## src/bfme_pkg.sv

```systemverilog
// ----------------------------------------------------------------------------
// bfme_pkg
// Shared types and constants of the bit field move engine.
// ----------------------------------------------------------------------------
`default_nettype none

package bfme_pkg;

  localparam int unsigned WORD_BITS   = 32;
  localparam int unsigned DEPTH_WORDS = 1024;
  localparam int unsigned IDX_W       = $clog2(DEPTH_WORDS);
  localparam int unsigned OFF_W       = $clog2(WORD_BITS);
  localparam int unsigned ADDR_W      = IDX_W + OFF_W;

  // operation codes
  localparam logic [1:0] OP_WRITE = 2'd0;
  localparam logic [1:0] OP_READ  = 2'd1;
  localparam logic [1:0] OP_COPY  = 2'd2;

  typedef struct packed {
    logic [1:0]  op;
    logic [9:0]  word_index;
    logic [31:0] word_value;
    logic [14:0] source_bit;
    logic [14:0] dest_bit;
    logic [15:0] bit_count;
  } bfme_in_t;

  typedef struct packed {
    logic [31:0] read_value;
    logic        status;
  } bfme_out_t;

  // control of one destination word merge
  typedef struct packed {
    logic [OFF_W-1:0] shift;
    logic [OFF_W:0]   lo_off;
    logic [OFF_W:0]   hi_off;
  } merge_ctl_t;

endpackage

`default_nettype wire

```

## src/bfme_merge.sv

```systemverilog
// ----------------------------------------------------------------------------
// bfme_merge
// Funnel shift of two source words and masked merge into a destination word.
// ----------------------------------------------------------------------------
`default_nettype none

module bfme_merge (
  input  wire bfme_pkg::merge_ctl_t           ctl_i,
  input  wire logic [bfme_pkg::WORD_BITS-1:0] src_hi_i,
  input  wire logic [bfme_pkg::WORD_BITS-1:0] src_lo_i,
  input  wire logic [bfme_pkg::WORD_BITS-1:0] old_i,
  output logic      [bfme_pkg::WORD_BITS-1:0] new_o
);
  import bfme_pkg::*;

  logic [2*WORD_BITS-1:0] window;
  logic [WORD_BITS-1:0]   mask;

  // shift source pair and keep only the field positions
  always_comb begin
    window = {src_hi_i, src_lo_i} << ctl_i.shift;
    for (int o = 0; o < WORD_BITS; o++) begin
      mask[WORD_BITS-1-o] = ((OFF_W+1)'(o) >= ctl_i.lo_off) &&
                            ((OFF_W+1)'(o) <  ctl_i.hi_off);
    end
    new_o = (window[2*WORD_BITS-1:WORD_BITS] & mask) | (old_i & ~mask);
  end

endmodule

`default_nettype wire

```

## config.mk

```make
export PLATFORM = sky130hd
export DESIGN_NAME = bfme_merge
export DESIGN_NICKNAME = d
export VERILOG_FILES = /design/src/bfme_pkg.sv /design/src/bfme_merge.sv
export SDC_FILE = /design/constraint.sdc
export NUM_CORES = 1
export LEC_CHECK = 0
export ABC_AREA = 1
export BUFFER_PORTS_ARGS = -buffer_cell sky130_fd_sc_hd__buf_4
export CAP_MARGIN = 20
export CORE_MARGIN = 2
export CORE_UTILIZATION = 35
export DETAILED_ROUTE_END_ITERATION = 8
export REMOVE_ABC_BUFFERS = 1
export SYNTH_ARGS = -nofsm -noshare
export SYNTH_HDL_FRONTEND = slang
export SYNTH_SLANG_ARGS = --single-unit
```

## constraint.sdc

```tcl
create_clock -name vclk -period 1.25
set_input_delay 0.0625 -clock vclk [all_inputs]
set_output_delay 0.0625 -clock vclk [all_outputs]
set_load 0.05 [all_outputs]
```

==> results of run 1 <==
==> worst max-delay path by stage <==
| stage | start | to | slack [ns] |
|---|---|---|---|
| 6_report | ctl_i[12] | new_o[23] | -0.25 |
| 5_1_grt | ctl_i[12] | new_o[23] | -0.28 |
| 4_1_cts | ctl_i[3] | new_o[25] | -0.14 |
| 3_5_place_dp | ctl_i[12] | new_o[26] | -0.26 |
| 3_3_place_gp | ctl_i[13] | new_o[4] | -0.28 |
| 2_1_floorplan | ctl_i[14] | new_o[1] | -0.54 |
==> Yosys cell counts, types with 3 or more instances <==
library cell / instances
o21ai_0: 19
buf_6: 7
buf_1: 6
a211oi_1: 3
nor2_1: 40
clkbuf_1: 9
nand2b_1: 4
o31ai_1: 6
a21oi_1: 7
nand3_1: 339
buf_2: 28
nor3_1: 10
buf_4: 7
nor2_4: 3
inv_1: 34
nand2_1: 347
==> repair_timing <==
action | 4_1_cts | 5_1_grt
gates resized for setup | 262 | 100
setup endpoints to repair | 32 | 32
buffers inserted | 8 | 4
gates cloned | 8 | 1
endpoints found under the hold margin | 0 | 0
pin swaps | 77 | 32
==> area by class of cell <==
class                      count  share of cell area, %
multi-input combinational    790                  61.90
timing repair buffer         253                  33.42
tap                          143                  2.368
inverter                      38                  2.318
==> logic make-up after synthesis <==
logic type	share of synthesized area, %
buffers and inverters	11.88
AOI/OAI and AO/OA	6.712
and+or+nand+nor	81.41
==> power by group through the flow <==
stage / clock network, mW / registers [mW] / logic, mW
floorplan: 0 / 0 / 1.45
global placement: 0 / 0 / 2.67
detailed placement: 0 / 0 / 2.67
CTS: 0 / 0 / 3.21
global route: 0 / 0 / 3.75
finish: 0 / 0 / 3.53
==> critical path, cell delays in order <==
cell     delay [ns]
buf_12         0.13
inv_12         0.07
buf_12         0.13
nand2_1        0.10
nand3_1        0.15
nand3_2        0.13
nand2_1        0.08
nand2_1        0.09
nand3_2        0.11
nand3_2        0.12
nand2_2        0.10
buf_8          0.14
==> layer usage <==
metal	up-vias	GRT usage, %	wire length (µm)	part of all wire [%]
met5	-	0	0	0
li1	3376	-	-	-
met2	529	54.15	10130	46
met3	108	3.103	2212	10
met1	3308	42.92	8363	38
met4	0	12.43	1175	5.4
==> metrics by stage <==
step           cell area [µm²]  power, mW
2_1_floorplan             3712      1.452
3_3_place_gp              5796      2.674
3_5_place_dp              5796      2.672
4_1_cts                   7048      3.211
5_1_grt                   7556      3.752
6_report                  7556      3.532
==> impl_metrics.csv, run 1 <==
group,metric,value,unit
drt,postRouteAntennaNets,0,
die,dieArea,0.01243,mm²
power_and_ir_drop,seq_power_share,0,%
power_and_ir_drop,p_per_area,467.5,mW/mm²
worst_setup_path,crit_path_end_kind,"primary output",
cts,holdBufCountCts,0,
layout,syn_to_final_growth,86.79,%
worst_setup_path,cp.arrival,1.43,ns
drt,drc,0,
die,row_count,39,
layout,clock_buffers,0,
layout,fillCellCount,1027,
worst_setup_path,cp-start-kind,"input pin",
power_and_ir_drop,switchingPower,2.099,mW
synthesis,synthCells,886,
timing,hold_viol,0,
global_routing,grt_pass1_vias,6888,
synthesis,synth_top_area_share,41.94,%
power_and_ir_drop,clock_power_share,0,%
layout,nets,1196,
run_status,status,"finished with violations",
layout,final_cells,1224,
die,coreArea,0.01137,mm²
power_and_ir_drop,p_comb_share,100.0,%
die,die_w,111.5,µm
timing,final.setup.worst_slack,-0.2474,ns
die,start_util,35.58,%
timing,setup_viol,32,
synthesis,syn_avg_cell_area,4.566,µm²
power_and_ir_drop,vdd_ir_drop_max,0.3604,mV
global_routing,grt_max_degree,57,
timing,worst_slew_pin_slew,0.3193,ns
timing,fin_crit_sh,119.8,%
power_and_ir_drop,p_leak,3.814,nW
global_routing,antenna_found_initial,0,
global_routing,track_usage,32.31,%
layout,utilization,66.46,%
drt,drt_iter0_drc,850,
layout,antennaDiodeCount,0,
layout,n_sequential_cell,0,
drt,vias_per_cell,5.981,
layout,layout_common_cells,"nand2_1 (263), nand3_1 (191), buf_4 (188)",
layout,drive_gt1_share,48.01,%
hold_path,min_to,"new_o[26]",
synthesis,synthDistinctLibCells,29,
synthesis,yosysWarnings,0,
timing,slew_viol_final,0,
global_routing,grt_pass1_wl,33.80,mm
worst_setup_path,critPathKind,"input pin to primary output",
timing,slew_headroom,78.58,%
placement,hpwl,14.70,mm
die,dieHeight,111.5,µm
power_and_ir_drop,swShare,59.42,%
run_status,violations,"setup timing",
hold_path,hold_start,"old_i[26]",
drt,firstDrtPassIters,6,
timing,rsz0062_at_grt,"true",
synthesis,synth_area_leaders,"nand3_1 (42%), nand2_1 (32%), nor2_1 (3.7%)",
hold_path,hold_class,"input pin to primary output",
drt,num_vias,7321,
placement,place_ws,-0.2649,ns
global_routing,grt_overflow,0,
placement,place.gp.congestion,0.9691,
layout,multiInputGateArea,0.004677,mm²
timing,layout_min_cycle_time,1.497,ns
synthesis,syn-cell-area,0.004045,mm²
worst_setup_path,worstPathRequired,1.19,ns
drt,wl_per_cell,17.88,µm
drt,totalWireLength,21.88,mm
placement,dp_cells,1203,
job,cap_viol_max_count,0,
worst_setup_path,cp_max_fo,15,
die,boundaryPins,145,
synthesis,ys_seq_area_share,0,%
layout,final_common_cell,"nand2_1",
layout,regArea,0,µm²
timing,holdWs,0.4522,ns
synthesis,synth_top_cell_by_area,"nand3_1",
power_and_ir_drop,p_int,1.433,mW
timing,fmaxAchievable,0.6678,GHz
timing,fin_setup_tns,-5.079,ns
placement,portBuffers,144,
hold_path,min_path_cells,4,
(Power assumes the default switching activity.)
==> run 2: changes to the inputs <==
SETUP_SLACK_MARGIN = 0.1   (was unset)
==> impl_metrics.csv, run 2 (same netlist as run 1, synthesis figures left out) <==
group,metric,value,unit
worst_setup_path,path_cells,"buf_12 -> inv_12 -> buf_12 -> nand2_1 -> nand3_1 -> nand3_2 -> nand2_1 -> nand2_1 -> nand3_2 -> nand3_2 -> nand2_2 -> buf_8",
drt,firstDrtPassIters,6,
hold_path,min_to,"new_o[26]",
cts,holdBufCountCts,0,
placement,portBuffers,144,
placement,hpwl,14.70,mm
hold_path,hold_class,"input pin to primary output",
worst_setup_path,crit_path_end_kind,"primary output",
worst_setup_path,cp.arrival,1.43,ns
placement,dp_cells,1203,
power_and_ir_drop,power,3.532,mW
hold_path,min_path_cells,4,
run_status,status,"finished with violations",
layout,nets,1196,
job,cap_viol_max_count,0,
timing,holdWs,0.4522,ns
global_routing,grt_pass1_wl,33.80,mm
timing,slew_viol_final,0,
layout,drive_gt1_share,48.01,%
run_status,violations,"setup timing",
die,die_w,111.5,µm
die,dieHeight,111.5,µm
die,coreArea,0.01137,mm²
placement,place.gp.congestion,0.9691,
power_and_ir_drop,vdd_ir_drop_max,0.3604,mV
layout,clock_buffers,0,
hold_path,hold_start,"old_i[26]",
global_routing,grt_overflow,0,
worst_setup_path,critPathKind,"input pin to primary output",
timing,fmaxAchievable,0.6678,GHz
timing,layout_min_cycle_time,1.497,ns
timing,hold_viol,0,
drt,vias_per_cell,5.981,
worst_setup_path,worstPathRequired,1.19,ns
timing,slew_headroom,78.58,%
worst_setup_path,cp-startpoint,"ctl_i[12]",
layout,n_sequential_cell,0,
layout,syn_to_final_growth,86.79,%
global_routing,grt_max_degree,57,
drt,num_vias,7321,
drt,drc,0,
layout,layout_common_cells,"nand2_1 (263), nand3_1 (191), buf_4 (188)",
die,row_count,39,
drt,postRouteAntennaNets,0,
global_routing,antenna_found_initial,0,
die,start_util,35.58,%
global_routing,grt_use_met2,54.15,%
die,dieArea,0.01243,mm²
timing,setup_viol,32,
global_routing,track_usage,32.31,%
layout,antennaDiodeCount,0,
power_and_ir_drop,p_leak,3.814,nW
worst_setup_path,path_buf_inv,4,
worst_setup_path,cp_max_fo,15,
global_routing,grtUsageMet3,3.103,%
die,boundaryPins,145,
placement,place_ws,-0.2649,ns
timing,fin_crit_sh,119.8,%
layout,regArea,0,µm²
worst_setup_path,slowest_delay,0.15,ns
worst_setup_path,cp-start-kind,"input pin",
global_routing,gr-usage-met1,42.92,%
global_routing,grt_pass1_vias,6888,
timing,worst_slew_pin_slew,0.3193,ns
power_and_ir_drop,p_per_area,467.5,mW/mm²
drt,wl_per_cell,17.88,µm
drt,drt_iter0_drc,850,
worst_setup_path,critPathSlowestCell,"nand3_1",
global_routing,top_usage_layer,"met2",
layout,final_cells,1224,
worst_setup_path,crit_family,"simple AND/OR/NAND/NOR gates",
timing,final.setup.worst_slack,-0.2474,ns
layout,final_common_cell,"nand2_1",
drt,totalWireLength,21.88,mm
timing,rsz0062_at_grt,"true",
-- run 2: routing by layer --
layer | up-vias | share of wire (%)
met5 | - | 0
met4 | 0 | 5.4
met3 | 108 | 10
met2 | 529 | 46
met1 | 3308 | 38
li1 | 3376 | -
-- run 2: where the power goes --
part / internal [mW] / switching (mW) / total (mW)
registers: 0 / 0 / 0
clock network: 0 / 0 / 0
logic: 1.43 / 2.10 / 3.53
-- run 2: tightest hold or removal path: stages --
cell and delay, ns:
buf_4 0.08, nand2_1 0.05, nand2_2 0.06, buf_8 0.14
-- run 2: how the worst max path moves through the flow --
stage                      endpoint  slack [ns]  depth (start not counted)
after floorplan            new_o[1]       -0.54                          7
after global placement     new_o[4]       -0.28                         11
after detailed placement  new_o[26]       -0.26                         12
after CTS                 new_o[25]       -0.14                         10
after global routing      new_o[23]       -0.28                         12
final                     new_o[23]       -0.25                         12
-- run 2: area by class of cell --
type / count / area (µm²)
fillers: 1027 / 3814
repair buffers: 253 / 2525
multi-input cells: 790 / 4677
well taps: 143 / 178.9
inverters: 38 / 175.2
-- run 2: per-stage QoR --
step | setup TNS (ns) | instance area (µm²) | utilization [%]
floorplan | -16.82 | 3712 | -
global placement | -6.639 | 5796 | 50.97
CTS | -3.546 | 7048 | 61.99
detailed placement | -6.851 | 5796 | 50.97
finish | -5.079 | 7556 | 66.46
global route | -7.174 | 7556 | 66.46
-- run 2: what timing repair did --
| item | CTS | global route |
|---|---|---|
| endpoints found under the setup margin | 32 | 32 |
| gates resized for setup | 262 | 100 |
| cloned | 8 | 1 |
| pin swaps | 77 | 32 |
| buffers inserted | 8 | 4 |
==> run 3: changes to the inputs <==
==> constraint.sdc (replaced) <==
create_clock -name vclk -period 1.25
set_input_delay 0.0625 -clock vclk [all_inputs]
set_output_delay 0.0625 -clock vclk [all_outputs]
set_load 0.005 [all_outputs]
==> impl_metrics.csv, run 3 (same netlist as run 1, synthesis figures left out) <==
group,metric,value,unit
timing,worst_slew_pin_slew,0.3098,ns
die,dieArea,0.01243,mm²
worst_setup_path,crit_path_end_kind,"primary output",
drt,drc,0,
layout,clock_buffers,0,
placement,place_ws,-0.1591,ns
timing,layout_min_cycle_time,1.400,ns
job,cap_viol_max_count,0,
die,coreArea,0.01137,mm²
layout,nets,1188,
layout,drive_gt1_share,42.40,%
placement,portBuffers,144,
power_and_ir_drop,p_leak,3.689,nW
die,row_count,39,
timing,fin_crit_sh,112.0,%
global_routing,track_usage,30.99,%
worst_setup_path,cp_max_fo,7,
worst_setup_path,critPathKind,"input pin to primary output",
die,boundaryPins,145,
power_and_ir_drop,power,2.958,mW
timing,holdWs,0.3888,ns
placement,hpwl,14.98,mm
timing,setup_viol,32,
layout,n_sequential_cell,0,
hold_path,min_to,"new_o[1]",
layout,final_common_cell,"nand2_1",
power_and_ir_drop,vdd_ir_drop_max,0.2703,mV
worst_setup_path,cp.arrival,1.34,ns
global_routing,grt_pass1_vias,6639,
placement,place.gp.congestion,0.9694,
layout,final_cells,1216,
drt,wl_per_cell,17.63,µm
layout,fin_area,0.007158,mm²
power_and_ir_drop,p_per_area,413.2,mW/mm²
global_routing,grt_max_degree,54,
global_routing,antenna_found_initial,0,
layout,regArea,0,µm²
run_status,status,"finished with violations",
placement,dp_cells,1197,
timing,hold_viol,0,
hold_path,hold_class,"input pin to primary output",
die,start_util,35.58,%
layout,utilization,62.96,%
timing,fmaxAchievable,0.7143,GHz
drt,firstDrtPassIters,6,
timing,slew_viol_final,0,
hold_path,hold_start,"old_i[1]",
drt,num_vias,7152,
cts,holdBufCountCts,0,
timing,rsz0062_at_grt,"true",
timing,final.setup.worst_slack,-0.1499,ns
drt,vias_per_cell,5.882,
layout,layout_common_cells,"nand2_1 (296), nand3_1 (207), buf_4 (206)",
worst_setup_path,worstPathRequired,1.19,ns
die,dieHeight,111.5,µm
die,die_w,111.5,µm
timing,slew_headroom,79.35,%
drt,totalWireLength,21.44,mm
layout,antennaDiodeCount,0,
placement,placed_cell_area,0.005776,mm²
hold_path,min_path_cells,4,
run_status,violations,"setup timing",
timing,fin_setup_tns,-3.394,ns
layout,syn_to_final_growth,76.96,%
worst_setup_path,cp-start-kind,"input pin",
global_routing,grt_pass1_wl,32.42,mm
global_routing,grt_overflow,0,
drt,drt_iter0_drc,981,
drt,postRouteAntennaNets,0,
-- run 3: changes by cell type in the layout (fill, tap and decap cells not counted), moves of 8 or more --
| cell | previous run | this run |
|---|---|---|
| nand2_2 | 76 | 51 |
| nand3_2 | 145 | 127 |
| buf_8 | 22 | 0 |
| buf_6 | 18 | 7 |
| nand2_1 | 263 | 296 |
| nand2_4 | 10 | 2 |
| buf_4 | 188 | 206 |
| nand3_1 | 191 | 207 |
-- run 3: power breakdown --
part,switching [mW],total (mW),internal (mW)
combinational,1.66,2.96,1.30
clock,0,0,0
sequential,0,0,0
total,1.66,2.96,1.30
-- run 3: layout make-up --
type	instances	area, µm²
Multi-Input combinational cell	790	4437
Tap cell	143	178.9
Fill cell	1088	4212
Timing Repair Buffer	245	2369
Inverter	38	173.9
-- run 3: timing repair --
action / CTS / global route
pin swaps: 51 / 8
cloned: 9 / 3
gates resized for setup: 160 / 80
buffers inserted: 8 / 0
endpoints found under the hold margin: 0 / 0
endpoints found under the setup margin: 32 / 32
-- run 3: routing by layer --
layer,vias to the layer above,GRT usage [%],part of all wire [%]
met2,522,51.46,45
met3,105,3.103,11
met4,0,12.26,5.4
li1,3368,-,-
met1,3157,41.35,39
met5,-,0,0
-- run 3: critical path: stages --
cell	delay [ns]
buf_12	0.13
inv_16	0.07
buf_12	0.14
nand2_1	0.11
nand3_2	0.11
nand3_2	0.10
nand3_1	0.10
nand2_2	0.10
nand2_1	0.06
nand3_1	0.10
nand2_1	0.10
buf_4	0.15
-- run 3: how the worst max path moves through the flow --
stage | start | end | slack, ns | cells past startpoint
2_1_floorplan | ctl_i[14] | new_o[1] | -0.26 | 7
3_3_place_gp | ctl_i[13] | new_o[4] | -0.17 | 11
3_5_place_dp | ctl_i[13] | new_o[20] | -0.16 | 11
4_1_cts | ctl_i[13] | new_o[11] | -0.07 | 12
5_1_grt | ctl_i[12] | new_o[15] | -0.23 | 11
6_report | ctl_i[12] | new_o[25] | -0.15 | 12
